**src/rtl/fwc_pkg.sv**
```systemverilog
// fwc_pkg: shared constants and types for the flash block write combiner
// depends on nothing; used by every module of the block except fwc_ram
package fwc_pkg;

  localparam int ADDR_W        = 22;
  localparam int BYTE_W        = 8;
  localparam int BYTE_OFFSET_W = 6;
  localparam int BLOCK_BYTES   = 64;
  localparam int OFF_W         = $clog2(BLOCK_BYTES);
  localparam int BASE_W        = ADDR_W - OFF_W;
  localparam int QDEPTH        = 4;
  localparam int QPTR_W        = $clog2(QDEPTH);

  localparam logic [BYTE_W-1:0] ERASED_BYTE = 8'hFF;

  // one queued request: optional drain of the old block, then optional byte write
  typedef struct packed {
    logic              do_drain;
    logic [BASE_W-1:0] drain_base;
    logic              do_write;
    logic [OFF_W-1:0]  wr_off;
    logic [BYTE_W-1:0] wr_byte;
  } op_t;

  typedef enum logic [3:0] {
    ST_IDLE = 4'b0001,
    ST_READ = 4'b0010,
    ST_LOAD = 4'b0100,
    ST_WAIT = 4'b1000
  } back_state_t;

endpackage

```
**src/rtl/flash_block_write_combiner.sv**
```systemverilog
// flash_block_write_combiner: top level, front classifier, request queue, drain engine
// depends on fwc_pkg, fwc_front, fwc_queue, fwc_back (and fwc_ram through fwc_back)
//
// usage:
//   in_ channel: a request is a byte write (in_command low) or a flush and retarget
//   (in_command high) at in_address. writes gather in a 64-byte aligned block buffer.
//   out_ channel: a write outside the current block or a flush, when the buffer holds
//   written data, produces 64 results in offset order, the last one marked.
//   flow: a request is taken whenever the 4-entry queue has room;
//   the back end writes a plain write to the ram as it picks up the request, and
//   takes each drained byte through ram read, output load and handoff, reading the
//   next byte only after the handoff, since the buffer ram has a single read port
//   and the output register is one deep.
//   a stalled receiver holds the drain at its current byte; the front keeps taking
//   requests until the queue fills, then drops in_ready.
//   reset: synchronous, active low; the buffer reads as all 0xFF at once (per-byte
//   valid bits), block base goes to zero and nothing counts as written.
module flash_block_write_combiner (
  input  logic                              clk,
  input  logic                              rst_n,
  input  logic                              in_valid,
  output logic                              in_ready,
  input  logic                              in_command,
  input  logic [fwc_pkg::ADDR_W-1:0]        in_address,
  input  logic [fwc_pkg::BYTE_W-1:0]        in_data_byte,
  output logic                              out_valid,
  input  logic                              out_ready,
  output logic [fwc_pkg::ADDR_W-1:0]        out_block_address,
  output logic [fwc_pkg::BYTE_OFFSET_W-1:0] out_byte_offset,
  output logic [fwc_pkg::BYTE_W-1:0]        out_out_byte,
  output logic                              out_last_of_block
);

  logic         push, q_full, q_empty, pop;
  fwc_pkg::op_t push_op, head;

  fwc_front u_front (
    .clk         (clk),
    .rst_n       (rst_n),
    .in_valid    (in_valid),
    .in_ready    (in_ready),
    .in_command  (in_command),
    .in_address  (in_address),
    .in_data_byte(in_data_byte),
    .push        (push),
    .push_op     (push_op),
    .q_full      (q_full)
  );

  fwc_queue u_queue (
    .clk    (clk),
    .rst_n  (rst_n),
    .push   (push),
    .push_op(push_op),
    .full   (q_full),
    .pop    (pop),
    .head   (head),
    .empty  (q_empty)
  );

  fwc_back u_back (
    .clk              (clk),
    .rst_n            (rst_n),
    .head             (head),
    .q_empty          (q_empty),
    .pop              (pop),
    .out_valid        (out_valid),
    .out_ready        (out_ready),
    .out_block_address(out_block_address),
    .out_byte_offset  (out_byte_offset),
    .out_out_byte     (out_out_byte),
    .out_last_of_block(out_last_of_block)
  );

endmodule

```
**src/rtl/fwc_ram.sv**
```systemverilog
// fwc_ram: generic single write port, single read port ram with registered read
// depends on nothing
module fwc_ram #(
  parameter int WIDTH = 8,
  parameter int DEPTH = 64
) (
  input  logic                     clk,
  input  logic                     we,
  input  logic [$clog2(DEPTH)-1:0] waddr,
  input  logic [WIDTH-1:0]         wdata,
  input  logic                     re,
  input  logic [$clog2(DEPTH)-1:0] raddr,
  output logic [WIDTH-1:0]         rdata
);

  logic [WIDTH-1:0] mem_r [DEPTH];
  logic [WIDTH-1:0] rdata_r;

  always_ff @(posedge clk) begin
    if (we) begin
      mem_r[waddr] <= wdata;
    end
    if (re) begin
      rdata_r <= mem_r[raddr];
    end
  end

  assign rdata = rdata_r;

endmodule

```
**src/rtl/fwc_queue.sv**
```systemverilog
// fwc_queue: short register queue of op_t requests between front and back
// depends on fwc_pkg
module fwc_queue (
  input  logic          clk,
  input  logic          rst_n,
  input  logic          push,
  input  fwc_pkg::op_t  push_op,
  output logic          full,
  input  logic          pop,
  output fwc_pkg::op_t  head,
  output logic          empty
);

  fwc_pkg::op_t                q_r [fwc_pkg::QDEPTH];
  logic [fwc_pkg::QPTR_W-1:0]  wr_ptr_r, wr_ptr_nxt;
  logic [fwc_pkg::QPTR_W-1:0]  rd_ptr_r, rd_ptr_nxt;
  logic [fwc_pkg::QPTR_W:0]    count_r, count_nxt;
  logic                        do_push, do_pop;

  assign full    = (count_r == (fwc_pkg::QPTR_W+1)'(fwc_pkg::QDEPTH));
  assign empty   = (count_r == '0);
  assign do_push = push & ~full;
  assign do_pop  = pop & ~empty;
  assign head    = q_r[rd_ptr_r];

  always_comb begin
    wr_ptr_nxt = do_push ? wr_ptr_r + 1'b1 : wr_ptr_r;
    rd_ptr_nxt = do_pop ? rd_ptr_r + 1'b1 : rd_ptr_r;
    count_nxt  = count_r;
    if (do_push && !do_pop) begin
      count_nxt = count_r + 1'b1;
    end else if (!do_push && do_pop) begin
      count_nxt = count_r - 1'b1;
    end
  end

  always_ff @(posedge clk) begin
    if (!rst_n) begin
      wr_ptr_r <= '0;
      rd_ptr_r <= '0;
      count_r  <= '0;
    end else begin
      wr_ptr_r <= wr_ptr_nxt;
      rd_ptr_r <= rd_ptr_nxt;
      count_r  <= count_nxt;
    end
  end

  always_ff @(posedge clk) begin
    if (do_push) begin
      q_r[wr_ptr_r] <= push_op;
    end
  end

endmodule

```
**src/rtl/fwc_front.sv**
```systemverilog
// fwc_front: accepts requests, tracks block base and dirty flag, queues the work
// depends on fwc_pkg
module fwc_front (
  input  logic                       clk,
  input  logic                       rst_n,
  input  logic                       in_valid,
  output logic                       in_ready,
  input  logic                       in_command,
  input  logic [fwc_pkg::ADDR_W-1:0] in_address,
  input  logic [fwc_pkg::BYTE_W-1:0] in_data_byte,
  output logic                       push,
  output fwc_pkg::op_t               push_op,
  input  logic                       q_full
);

  logic [fwc_pkg::BASE_W-1:0] base_r, base_nxt;
  logic                       dirty_r, dirty_nxt;
  logic                       accept, same_blk, leave;
  logic [fwc_pkg::BASE_W-1:0] addr_hi;

  assign in_ready = ~q_full;
  assign accept   = in_valid & in_ready;
  assign addr_hi  = in_address[fwc_pkg::ADDR_W-1:fwc_pkg::OFF_W];
  // base stays aligned, so the block test is a compare of the upper bits
  assign same_blk = (addr_hi == base_r);
  assign leave    = in_command | ~same_blk;

  always_comb begin
    push_op.do_drain   = leave & dirty_r;
    push_op.drain_base = base_r;
    push_op.do_write   = ~in_command;
    push_op.wr_off     = in_address[fwc_pkg::OFF_W-1:0];
    push_op.wr_byte    = in_data_byte;
    push     = accept & (push_op.do_drain | push_op.do_write);
    base_nxt = (accept & leave) ? addr_hi : base_r;
    // a write leaves the buffer dirty, a flush leaves it clean
    dirty_nxt = accept ? ~in_command : dirty_r;
  end

  always_ff @(posedge clk) begin
    if (!rst_n) begin
      base_r  <= '0;
      dirty_r <= 1'b0;
    end else begin
      base_r  <= base_nxt;
      dirty_r <= dirty_nxt;
    end
  end

endmodule

```
**src/rtl/fwc_back.sv**
```systemverilog
// fwc_back: executes queued requests on the block buffer and drains blocks
// depends on fwc_pkg and fwc_ram
module fwc_back (
  input  logic                              clk,
  input  logic                              rst_n,
  input  fwc_pkg::op_t                      head,
  input  logic                              q_empty,
  output logic                              pop,
  output logic                              out_valid,
  input  logic                              out_ready,
  output logic [fwc_pkg::ADDR_W-1:0]        out_block_address,
  output logic [fwc_pkg::BYTE_OFFSET_W-1:0] out_byte_offset,
  output logic [fwc_pkg::BYTE_W-1:0]        out_out_byte,
  output logic                              out_last_of_block
);

  fwc_pkg::back_state_t state_r, state_nxt;
  logic [fwc_pkg::OFF_W-1:0]         cnt_r, cnt_nxt;
  logic [fwc_pkg::BLOCK_BYTES-1:0]   valid_r, valid_nxt;
  logic                              out_valid_r, out_valid_nxt;
  logic [fwc_pkg::ADDR_W-1:0]        out_addr_r, out_addr_nxt;
  logic [fwc_pkg::BYTE_OFFSET_W-1:0] out_off_r, out_off_nxt;
  logic [fwc_pkg::BYTE_W-1:0]        out_byte_r, out_byte_nxt;
  logic                              out_last_r, out_last_nxt;
  logic                              ram_we, ram_re;
  logic [fwc_pkg::BYTE_W-1:0]        ram_rdata;
  logic                              last_byte;

  assign last_byte = (cnt_r == fwc_pkg::OFF_W'(fwc_pkg::BLOCK_BYTES - 1));

  fwc_ram #(
    .WIDTH(fwc_pkg::BYTE_W),
    .DEPTH(fwc_pkg::BLOCK_BYTES)
  ) u_buf (
    .clk  (clk),
    .we   (ram_we),
    .waddr(head.wr_off),
    .wdata(head.wr_byte),
    .re   (ram_re),
    .raddr(cnt_r),
    .rdata(ram_rdata)
  );

  always_comb begin
    state_nxt     = state_r;
    cnt_nxt       = cnt_r;
    valid_nxt     = valid_r;
    out_valid_nxt = out_valid_r;
    out_addr_nxt  = out_addr_r;
    out_off_nxt   = out_off_r;
    out_byte_nxt  = out_byte_r;
    out_last_nxt  = out_last_r;
    ram_we        = 1'b0;
    ram_re        = 1'b0;
    pop           = 1'b0;
    case (state_r)
      fwc_pkg::ST_IDLE: begin
        if (!q_empty) begin
          if (head.do_drain) begin
            cnt_nxt   = '0;
            state_nxt = fwc_pkg::ST_READ;
          end else begin
            ram_we                 = head.do_write;
            valid_nxt[head.wr_off] = valid_r[head.wr_off] | head.do_write;
            pop                    = 1'b1;
          end
        end
      end
      fwc_pkg::ST_READ: begin
        ram_re    = 1'b1;
        state_nxt = fwc_pkg::ST_LOAD;
      end
      fwc_pkg::ST_LOAD: begin
        out_valid_nxt = 1'b1;
        out_addr_nxt  = {head.drain_base, {fwc_pkg::OFF_W{1'b0}}};
        out_off_nxt   = fwc_pkg::BYTE_OFFSET_W'(cnt_r);
        // entries never written since the last drain read as erased
        out_byte_nxt  = valid_r[cnt_r] ? ram_rdata : fwc_pkg::ERASED_BYTE;
        out_last_nxt  = last_byte;
        state_nxt     = fwc_pkg::ST_WAIT;
      end
      fwc_pkg::ST_WAIT: begin
        if (out_ready) begin
          out_valid_nxt = 1'b0;
          if (last_byte) begin
            // clear every valid bit so all bytes read as erased, then apply the write, if any, that caused the drain
            valid_nxt              = '0;
            valid_nxt[head.wr_off] = head.do_write;
            ram_we                 = head.do_write;
            pop                    = 1'b1;
            state_nxt              = fwc_pkg::ST_IDLE;
          end else begin
            cnt_nxt   = cnt_r + 1'b1;
            state_nxt = fwc_pkg::ST_READ;
          end
        end
      end
      default: begin
        state_nxt = fwc_pkg::ST_IDLE;
      end
    endcase
  end

  always_ff @(posedge clk) begin
    if (!rst_n) begin
      state_r     <= fwc_pkg::ST_IDLE;
      cnt_r       <= '0;
      valid_r     <= '0;
      out_valid_r <= 1'b0;
    end else begin
      state_r     <= state_nxt;
      cnt_r       <= cnt_nxt;
      valid_r     <= valid_nxt;
      out_valid_r <= out_valid_nxt;
    end
  end

  always_ff @(posedge clk) begin
    out_addr_r <= out_addr_nxt;
    out_off_r  <= out_off_nxt;
    out_byte_r <= out_byte_nxt;
    out_last_r <= out_last_nxt;
  end

  assign out_valid         = out_valid_r;
  assign out_block_address = out_addr_r;
  assign out_byte_offset   = out_off_r;
  assign out_out_byte      = out_byte_r;
  assign out_last_of_block = out_last_r;

  a_valid_in_wait: assert property (@(posedge clk) disable iff (!rst_n)
    out_valid_r |-> (state_r == fwc_pkg::ST_WAIT))
    else $error("result shown outside the wait state");

  a_last_offset: assert property (@(posedge clk) disable iff (!rst_n)
    (out_valid_r && out_last_r) |-> (out_off_r == fwc_pkg::BYTE_OFFSET_W'(fwc_pkg::BLOCK_BYTES - 1)))
    else $error("last of block marked on a wrong offset");

  a_load_shows: assert property (@(posedge clk) disable iff (!rst_n)
    (state_r == fwc_pkg::ST_LOAD) |=> out_valid_r)
    else $error("loaded result not shown");

  a_pop_nonempty: assert property (@(posedge clk) disable iff (!rst_n)
    pop |-> !q_empty)
    else $error("pop from an empty queue");

  a_state_onehot: assert property (@(posedge clk) disable iff (!rst_n)
    $onehot(state_r))
    else $error("state register lost its one-hot code");

endmodule

```
**config.mk**
```make
export PLATFORM = sky130hd
export DESIGN_NAME = flash_block_write_combiner
export DESIGN_NICKNAME = d
export VERILOG_FILES = /design/src/rtl/fwc_pkg.sv /design/src/rtl/flash_block_write_combiner.sv /design/src/rtl/fwc_ram.sv /design/src/rtl/fwc_queue.sv /design/src/rtl/fwc_front.sv /design/src/rtl/fwc_back.sv
export SDC_FILE = /design/constraint.sdc
export NUM_CORES = 1
export LEC_CHECK = 0
export BUFFER_PORTS_ARGS = -buffer_cell sky130_fd_sc_hd__buf_2
export CAP_MARGIN = 20
export CORE_AREA = 8 8 291 293
export CTS_BUF_LIST = sky130_fd_sc_hd__clkbuf_4
export DETAILED_ROUTE_END_ITERATION = 10
export DIE_AREA = 0 0 299 301
export PLACE_DENSITY = 0.66
export REMOVE_ABC_BUFFERS = 1
export SKIP_CTS_REPAIR_TIMING = 1
export SLEW_MARGIN = 20
export SYNTH_ARGS = -nofsm -noshare
export SYNTH_HDL_FRONTEND = slang
export SYNTH_SLANG_ARGS = --single-unit
```
**constraint.sdc**
```tcl
create_clock -name clk -period 8.5 [get_ports clk]
set_input_delay 1.7 -clock clk [delete_from_list [all_inputs] [get_ports clk]]
set_output_delay 1.7 -clock clk [all_outputs]
set_load 0.05 [all_outputs]
```
# Word level (Yosys, flattened, before mapping)
# Memory sizes are Yosys's and may differ from the RTL's. A register that Yosys moved wholly into a read port is not among the register bits.
# Cells that the tools add are included.
# totals
ram_bits	640
inputBits	35
mem_count	2
ff_bits	130
out_inout_bits	39
# memory_table
name	depth	width	read_ports	rd_clocked_by_memory_dff	wr	line_no	source
u_back.u_buf.mem_r	64	8	1	1	1	fwc_ram.sv:16	logic [WIDTH-1:0] mem_r [DEPTH];
u_queue.q_r	4	32	1	1	1	fwc_queue.sv:14	fwc_pkg::op_t q_r [fwc_pkg::QDEPTH];
# classes
n_bitwise	14
addsub	5
n_reduce_logical	13
n_eq_ne	13
mux	43
n_lt_le_gt_ge	3
# ops
op	n
64-bit two-way mux	4
64-bit one-hot mux with 2 select lines	1
64-bit AND	1
64-bit bitwise mux	1
6-bit two-way mux	4
1-bit two-way mux	17
16-bit == test	1
4-bit one-hot mux with 4 select lines	1
6-bit by 7-bit < comparator with 1-bit output, second input constant	2
1-bit binary-select mux with 6-bit select	2
4-bit two-way mux	3
6-bit one-hot mux with 2 select lines	1
2-bit inequality test, second input constant	5
5-bit AND reduction	2
6-bit by 1-bit adder with 6-bit output, second input constant	1
1-bit AND	6
1-bit demux with 6-bit select	1
6-bit == test, second input constant	1
6-bit by 1-bit greater-or-equal comparator with 1-bit output, second input constant	1
2-bit two-way mux	3
3-bit two-way mux	2
1-bit one-hot mux with 2 select lines	3
2-bit nonzero test	3
2-bit by 1-bit adder with 2-bit output, second input constant	2
15 further kinds	23

# Logic depth before layout (Yosys ltp)
# Gate-level depths: netlist of run 1.
# depth
depth_word	11
depth_mapped	12
mapped_depth_nobuf	11

# Hierarchy
# From an unflattened synthesis of run 1, not the netlist that was laid out.
# hier_totals
cells_unflattened	2004
area_unflattened_um2	32499.9
# modules_own_cells
mod	area_per_inst_um2	cells_per_inst	instances	seq_area_each_um2
fwc_ram	20246.9	940	1	15615.0
fwc_back	6170.9	764	1	2432.3
fwc_queue	5147.4	215	1	4023.9
fwc_front	934.6	85	1	340.3

# Worst setup path before layout of run 1
# Ideal clock, no wire load.
# synth_timing
path_type	reg-to-reg
from	register u_back.state_r[2]
to	register u_back.out_addr_r (netlist bit u_back.out_block_address[10]) (enable)
t_arrival_ns	3.834
setup_ns	0.515
path_slack_ns	4.151
stages_incl_launch_ff	2
required_ns	7.985
path_buffers	0
path_cell_list	dfxtp_1 nor4b_1
# synth_between
elab_chain_cells	1
# synth_rtl
element	line_no	source
start: declaration	fwc_back.sv:17	fwc_pkg::back_state_t state_r, state_nxt;
start signal: assignment	fwc_back.sv:106	state_r <= fwc_pkg::ST_IDLE;
start signal: assignment	fwc_back.sv:111	state_r <= state_nxt;
4-bit by 3-bit == test with 1-bit output	fwc_back.sv:56	case (state_r)
end signal: assignment	fwc_back.sv:119	out_addr_r <= out_addr_nxt;
end: declaration	fwc_back.sv:21	logic [fwc_pkg::ADDR_W-1:0] out_addr_r, out_addr_nxt;
# No other way between the ends.
# A chain may end at the register's enable or synchronous reset.

# Final worst setup path of run 1
# layout_timing
from	register u_back.cnt_r[1] (netlist name)
to	register u_queue.count_r[2] (netlist name)
# layout_between
elab_chain_cells	8
# layout_rtl
element	line_no	source
start: declaration	fwc_back.sv:18	logic [fwc_pkg::OFF_W-1:0] cnt_r, cnt_nxt;
start signal: assignment	fwc_back.sv:112	cnt_r <= cnt_nxt;
6-bit == test *	fwc_back.sv:29	assign last_byte = (cnt_r == fwc_pkg::OFF_W'(fwc_pkg::BLOCK_BYTES - 1));
named net u_back.last_byte	fwc_back.sv:27	logic last_byte;
1-bit two-way mux *	fwc_back.sv:85	if (last_byte) begin
1-bit two-way mux *	fwc_back.sv:83	if (out_ready) begin
1-bit one-hot mux with 2 select lines *	fwc_back.sv:56	
1-bit AND *	fwc_queue.sv:23	assign do_pop = pop & ~empty;
1-bit logical NOT	fwc_queue.sv:30	if (do_push && !do_pop) begin
1-bit logical AND	fwc_queue.sv:30	
3-bit two-way mux or 2-bit nonzero test (tied branches)	--	
end signal: assignment	fwc_queue.sv:45	count_r <= count_nxt;
end: declaration	fwc_queue.sv:17	logic [fwc_pkg::QPTR_W:0] count_r, count_nxt;
# The timed path passes the listed nets; every way through them passes the cells marked *.

==> flow_metrics.py, run 1 <==
metrics = {
    "yosys": {
        "syn_inst": 1784,
        "synth_fa_ha_area_share_pct": 0.3005,
        "synth_simple_gate_area_share_pct": 6.156,
        "ys.flop_type": "edfxtp_1",
        "synthXorXnorAreaFrac_pct": 0.7473,
        "synthMuxAreaShare_pct": 16.89,
        "ys_ff_latch": 780,
        "yosysSeqAreaShare_pct": 70.82,
        "synth-edff-count": 679,
        "synthDistinctLibCells": 57,
        "syn-cell-area_um2": 31650,
        "synthTopCellsByCount": "679 x edfxtp_1, 221 x mux4_2, 168 x nand2_1",
        "ys_top_cells_by_area": "edfxtp_1 64%, mux4_2 16%, dfxtp_1 6.4%",
        "synth_top_family_by_area": "multiplexers",
        "synth_top_cell_by_area": "edfxtp_1",
        "yosys_warnings": 0,
        "synth_top_area_share_pct": 64.43,
        "yosysMostFrequentCell": "edfxtp_1",
        "syn_avg_cell_area_um2": 17.74,
        "synthArstFlopShare_pct": 0,
        "synth_compound_gate_area_share_pct": 3.301,
    },
    "clocking": {
        "tritoncts": "yes",
        "clkSinkCount": 780,
        "numCtsBuffers": 192,
        "clk_pin_slew_ps": 60,
        "htreeDepth": 4,
        "clock_latency_ps": 1020,
        "cts_max_path_buffers": 3,
        "root_buffer": "clkbuf_4",
    },
    "layout": {
        "layout.nets": 1997,
        "areaGrowthSynthToFinish_pct": 12.66,
        "fin_cells": 3178,
        "finalInstanceArea_um2": 35650,
        "drive_gt1_share_pct": 32.70,
    },
    "outcome": {
        "outcome": "finished clean",
    },
    "timing": {
        "rsz0062_at_grt": "false",
        "slew_headroom_pct": 26.85,
        "clock.fmax_mhz": 237.5,
        "tightest_slew_ps": 1097,
        "period_minus_slack_ps": 4211,
        "fin_crit_sh_pct": 49.54,
        "hold_viol": 0,
        "maxSlewViolCount": 0,
        "worst_clock_skew_ps": 69.70,
        "setup_violations": 0,
    },
    "detailed_routing": {
        "route.detailed.wl_per_inst_um": 24.21,
        "drt_pre_antenna_iters": 6,
        "via_per_inst": 5.494,
        "antenna_left": 0,
        "routed_wl_mm": 76.93,
        "drt_iter0_markers": 1746,
        "num_vias": 17461,
        "drc": 0,
    },
    "floorplan": {
        "initial_utilization_pct": 39.61,
        "die_w_um": 299,
        "rows": 104,
        "io_pins": 74,
        "die_area_um2": 90000,
        "coreArea_um2": 79900,
        "dieHeight_um": 301,
    },
    "power_and_ir_drop": {
        "max-vdd-ir-drop_v": 0.0001589,
        "p_per_area_nw_per_um2": 267.8,
        "leakage_uw": 0.01131,
    },
    "grt": {
        "grt_max_degree": 81,
        "grt_remaining_overflow": 0,
        "grt_pass1_wl_mm": 114.8,
        "grt_usage_pct": 16.94,
        "grt_pass1_vias": 18145,
        "antenna_found_initial": 15,
    },
    "placed_design": {
        "io_buffers": 67,
        "routabilityCongestion": 0.8573,
        "placed_cells": 2820,
        "dp_hpwl_mm": 45.95,
        "dpl_cell_area_um2": 33030,
    },
    "worst_setup_path": {
        "r2r_cells": 12,
        "required_ps": 9400,
        "arrival_ps": 5110,
        "cp_max_fo": 69,
        "crit_type": "flip-flop to flip-flop",
        "startpoint_type": "flip-flop",
        "endpoint_kind": "flip-flop",
        "ff2ff_setup_slack_ps": 4290,
    },
    "job": {
        "maxCapViolCount": 0,
    },
    "hold_path": {
        "min_path_type": "flip-flop to flip-flop",
        "hold-path-cell-count": 2,
    },
}
[metal layers]
metal	GRT usage, %	vias to the layer above	part of all wire, %
met2	27.00	843	48
met1	21.81	8932	40
met5	0	-	0.016
li1	-	7545	-
met4	5.592	2	2.3
met3	5.691	139	9.4
[path summary, 6_finish.rpt]
path | from | to
setup / recovery | u_back.cnt_r[1]$_SDFFE_PN0P_ | u_queue.count_r[2]$_SDFFE_PN0P_
hold / removal | u_back.valid_r[5]$_SDFFE_PN0P_ | u_back.valid_r[5]$_SDFFE_PN0P_
setup reg to reg | u_back.cnt_r[1]$_SDFFE_PN0P_ | u_queue.count_r[2]$_SDFFE_PN0P_
hold reg to reg | u_back.valid_r[5]$_SDFFE_PN0P_ | u_back.valid_r[5]$_SDFFE_PN0P_
[placed cells by master, fill, tap and decap left out, types with 4 or more instances in the layout]
master     synthesis  layout
edfxtp_1         679     679
clkbuf_4           0     297
mux4_2           221     213
nand2_1          168     167
nor2_1           109     109
dfxtp_1          101      96
nand3_1           82      82
o21ai_0           71      71
buf_2              4      67
o21ai_2           38      38
mux2i_1           33      33
clkinv_1           0      31
xor2_1            23      23
buf_4              6      23
a21oi_1           19      19
diode_2            0      14
nand2b_1          14      14
and2_1            11      11
mux4_4             0       8
nor2b_1            7       7
inv_1              6       6
ha_1               6       6
conb_1             1       6
bufinv_16          0       5
or3_1              4       4
nor3b_1            4       4
nor3_1             4       4
nand4_1            4       4
nand3b_1           4       4
a211oi_1           4       4
xnor2_1            4       4
[stage by stage]
step	power, uW	setup WS [ps]	hold WS [ps]	util [%]	TNS (ps)
after floorplan	5818	-1154	451.5	-	-597100
after global placement	6356	4144	469.4	41.34	0
after detailed placement	6384	4094	476.6	41.34	0
after CTS	9608	4275	484.7	44.55	0
after global routing	9919	4039	508.5	44.59	0
final	9546	4289	488.8	44.62	0
[sequential cells by signal (all words and copies together), names as in the netlist, 2 cells and up, named ones only]
name,count
u_queue.wr_ptr_r,2
u_back.out_out_byte,8
u_queue.q_r,128
u_back.u_buf.rdata,8
u_queue.count_r,3
u_front.base_r,16
u_back.out_byte_offset,6
u_back.cnt_r,6
u_queue.rd_ptr_r,2
u_back.out_block_address,16
u_back.state_r,4
u_back.valid_r,64
u_back.u_buf.mem_r,512
[critical path, stage by stage (launching register included)]
cell and delay, ps:
dfxtp_4 1060, ha_1 350, nand2_1 130, nor2_1 310, a31o_2 260, buf_4 600
nand2_1 230, ha_1 280, inv_1 100, fa_1 190, xor2_1 80, or3_1 320
a21oi_1 180
[final cells by class]
cell class	count	area [um^2]
clock inverters	46	336.6
multi-input cells	883	8738
repair buffers	92	539.3
fillers	6979	44250
flip-flops and latches	780	22420
clock buffers	297	2230
inverters	6	22.52
well taps	1060	1326
diodes	14	35.03
[kinds of logic after synthesis]
family          after synthesis
buf+inv                     126
mux                         257
fa+ha+maj                     7
other cells                   1
xor+xnor                     27
flops                       780
simple gates                431
compound gates              155
[power breakdown]
part	internal [uW]	switching [uW]
clock	1740	1490
sequential	4520	111
combinational	554	1120
Note: power is estimated with default switching activity, not from simulation.
==> run 2, diff against run 1 <==
Settings changed: ABC_AREA from default to 1, CORE_AREA 8 8 291 293 to 8 8 295 297, DIE_AREA 0 0 299 301 to 0 0 303 305, PLACE_DENSITY 0.66 to 0.68.
Clock period 8.5 ns to 3.5 ns, I/O delays scaled along.
==> run 2 against run 1 <==
Compared with the run above:
- register-to-register slack worse by 3900 ps
- clock power grew 130%
- total power increased to 2.6 times the previous value
- final cell count increased by 38%
- die area rose by 2.7%
- sequential power is 150% higher
- highest routed layer is now met4
==> flow_metrics.py, run 2 <==
metrics = {
    "grt": {
        "grt_usage_pct": 18.06,
        "grt_pass1_wl_mm": 131.3,
        "grt_remaining_overflow": 0,
        "grt_max_degree": 148,
        "antenna_found_initial": 3,
        "grt_pass1_vias": 23010,
    },
    "yosys": {
        "synthMuxAreaShare_pct": 0,
        "syn_inst": 2931,
        "ys_top_cells_by_area": "edfxtp_1 62%, o21ai_0 7.6%, nor2_1 6.2%",
        "synth_compound_gate_area_share_pct": 13.65,
        "synth_top_family_by_area": "compound AO/OA/AOI/OAI gates",
        "yosysSeqAreaShare_pct": 68.57,
        "synth_top_area_share_pct": 62.38,
        "synth_simple_gate_area_share_pct": 12.74,
        "synth-edff-count": 679,
        "syn-cell-area_um2": 32690,
        "syn_avg_cell_area_um2": 11.15,
        "synth_fa_ha_area_share_pct": 0.2909,
        "yosysMostFrequentCell": "edfxtp_1",
        "ys.flop_type": "edfxtp_1",
        "synthTopCellsByCount": "679 x edfxtp_1, 543 x nor2_1, 494 x o21ai_0",
        "ys_ff_latch": 780,
        "synth_top_cell_by_area": "edfxtp_1",
        "synthArstFlopShare_pct": 0,
        "synthDistinctLibCells": 48,
        "yosys_warnings": 0,
        "synthXorXnorAreaFrac_pct": 0.4287,
    },
    "layout": {
        "layout.nets": 3191,
        "final_cell_mix": "679 x edfxtp_1, 539 x nor2_1, 494 x o21ai_0",
        "drive_gt1_share_pct": 17.16,
        "top_register": "u_back.u_buf.mem_r",
        "areaGrowthSynthToFinish_pct": 15.04,
        "final_common_cell": "edfxtp_1",
        "fillers": 7511,
        "largest_reg_flops": 512,
        "top_regs": "u_back.u_buf.mem_r (512), u_queue.q_r (128), u_back.valid_r (64)",
        "final_util_pct": 45.51,
    },
    "clocking": {
        "clkSinkCount": 780,
        "htreeDepth": 4,
        "tritoncts": "yes",
        "clk_pin_slew_ps": 70,
        "cts_max_path_buffers": 3,
        "clock_latency_ps": 1070,
        "root_buffer": "clkbuf_4",
        "numCtsBuffers": 191,
    },
    "power_and_ir_drop": {
        "leakage_uw": 0.01270,
        "max-vdd-ir-drop_v": 0.0003772,
        "p_per_area_nw_per_um2": 663.4,
    },
    "timing": {
        "setup_violations": 0,
        "finalWorstSetupSlack_ps": 364.7,
        "hold_viol": 0,
        "fin_crit_sh_pct": 89.58,
        "worst_clock_skew_ps": 90.14,
        "rsz0062_at_grt": "false",
        "maxSlewViolCount": 0,
        "tightest_slew_ps": 1037,
        "clock.fmax_mhz": 318.9,
        "period_minus_slack_ps": 3135,
        "slew_headroom_pct": 30.76,
    },
    "floorplan": {
        "die_w_um": 303,
        "coreArea_um2": 82630,
        "die_area_um2": 92420,
        "io_pins": 74,
        "initial_utilization_pct": 39.56,
        "rows": 106,
        "dieHeight_um": 305,
    },
    "detailed_routing": {
        "drt_pre_antenna_iters": 7,
        "route.detailed.wl_per_inst_um": 19.70,
        "drc": 0,
        "antenna_left": 0,
        "drt_iter0_markers": 3082,
        "num_vias": 24100,
        "routed_wl_mm": 86.23,
        "via_per_inst": 5.506,
    },
    "job": {
        "maxCapViolCount": 0,
    },
    "worst_setup_path": {
        "crit_type": "flip-flop to flip-flop",
        "endpoint_kind": "flip-flop",
        "cpMostUsedCell": "nand2_1",
        "path_cells": "inv_2, nand2_1, nand3_4, nand2_4, buf_4, nand2_1, nand3_1, nand2_1, o21ai_1, nand2_1, nor2_1, nand3_4, buf_12, nand4_1, a21oi_1",
        "cp_slowest_cell": "dfxtp_2",
        "timing.critical_path.slowest_cell_delay_ps": 410,
        "arrival_ps": 3960,
        "required_ps": 4320,
        "cp_max_fo": 48,
        "ff2ff_setup_slack_ps": 360,
        "startpoint_type": "flip-flop",
    },
    "placed_design": {
        "dp_hpwl_mm": 48.83,
        "routabilityCongestion": 0.8864,
        "dpl_worst_slack_ps": 375.0,
        "io_buffers": 67,
    },
    "outcome": {
        "outcome": "finished clean",
    },
    "hold_path": {
        "min_path_type": "input pin to flip-flop",
    },
}
## run 2: area by class of cell
cell class	instances	area, um^2	share of cell area, %
clock buffers	288	2162	5.750
flip-flops and latches	780	22420	59.63
inverters	114	437.9	1.165
multi-input cells	1819	9075	24.13
repair buffers	243	1876	4.988
clock inverters	43	252.7	0.6721
diodes	10	25.02	0.06655
well taps	1080	1351	3.594
## run 2: path summary, 6_finish.rpt
kind	from	end	depth (start not counted)
setup / recovery	flip-flop	u_back.valid_r[34]$_SDFFE_PN0P_	15
hold / removal	in_valid	u_front.dirty_r$_SDFFE_PN0P_	4
setup reg to reg	flip-flop	u_back.valid_r[34]$_SDFFE_PN0P_	15
hold reg to reg	u_back.valid_r[44]$_SDFFE_PN0P_	u_back.valid_r[44]$_SDFFE_PN0P_	2
## run 2: stage by stage
step / instance area [um^2] / TNS [ps] / total power, uW / instances / hold WS, ps
floorplan: 31730 / -5035900 / 15120 / 2713 / 443.6
global placement: 34820 / 0 / 17480 / 4005 / 450.3
detailed placement: 34830 / 0 / 17590 / 4005 / 456.5
CTS: 37250 / 0 / 25000 / 4336 / -224.7
global route: 37590 / 0 / 26110 / 4371 / 31.12
finish: 37600 / 0 / 24940 / 4377 / 47.01
## run 2: worst max-delay path: cells and delay by family, from the launching register on
kind	cells	cell delay [ps]
AND/OR/NAND/NOR	10	1520
buffers and inverters	3	740
AO/OA/AOI/OAI	2	210
flip-flops	1	410
## run 2: per-layer routing
layer | wire length [um] | vias up | track usage (%)
met3 | 7024 | 178 | 3.842
met4 | 2428 | 0 | 7.362
met1 | 35730 | 11652 | 23.63
met5 | 0 | - | 0
li1 | - | 11185 | -
met2 | 41040 | 1085 | 29.07
## run 2: cells by family (layout without fill, tap and decap cells)
group | after synthesis | after routing
simple gates | 977 | 977
flops | 780 | 780
other cells | 1 | 16
buf+inv | 337 | 688
compound gates | 813 | 813
fa+ha+maj | 7 | 7
xor+xnor | 16 | 16
## run 2: power breakdown
part	leakage, uW	total [uW]	internal [uW]	switching, uW
Clock	0.00143	7440	3830	3610
Sequential	0.00694	11400	11200	146
Combinational	0.00433	6120	1510	4610
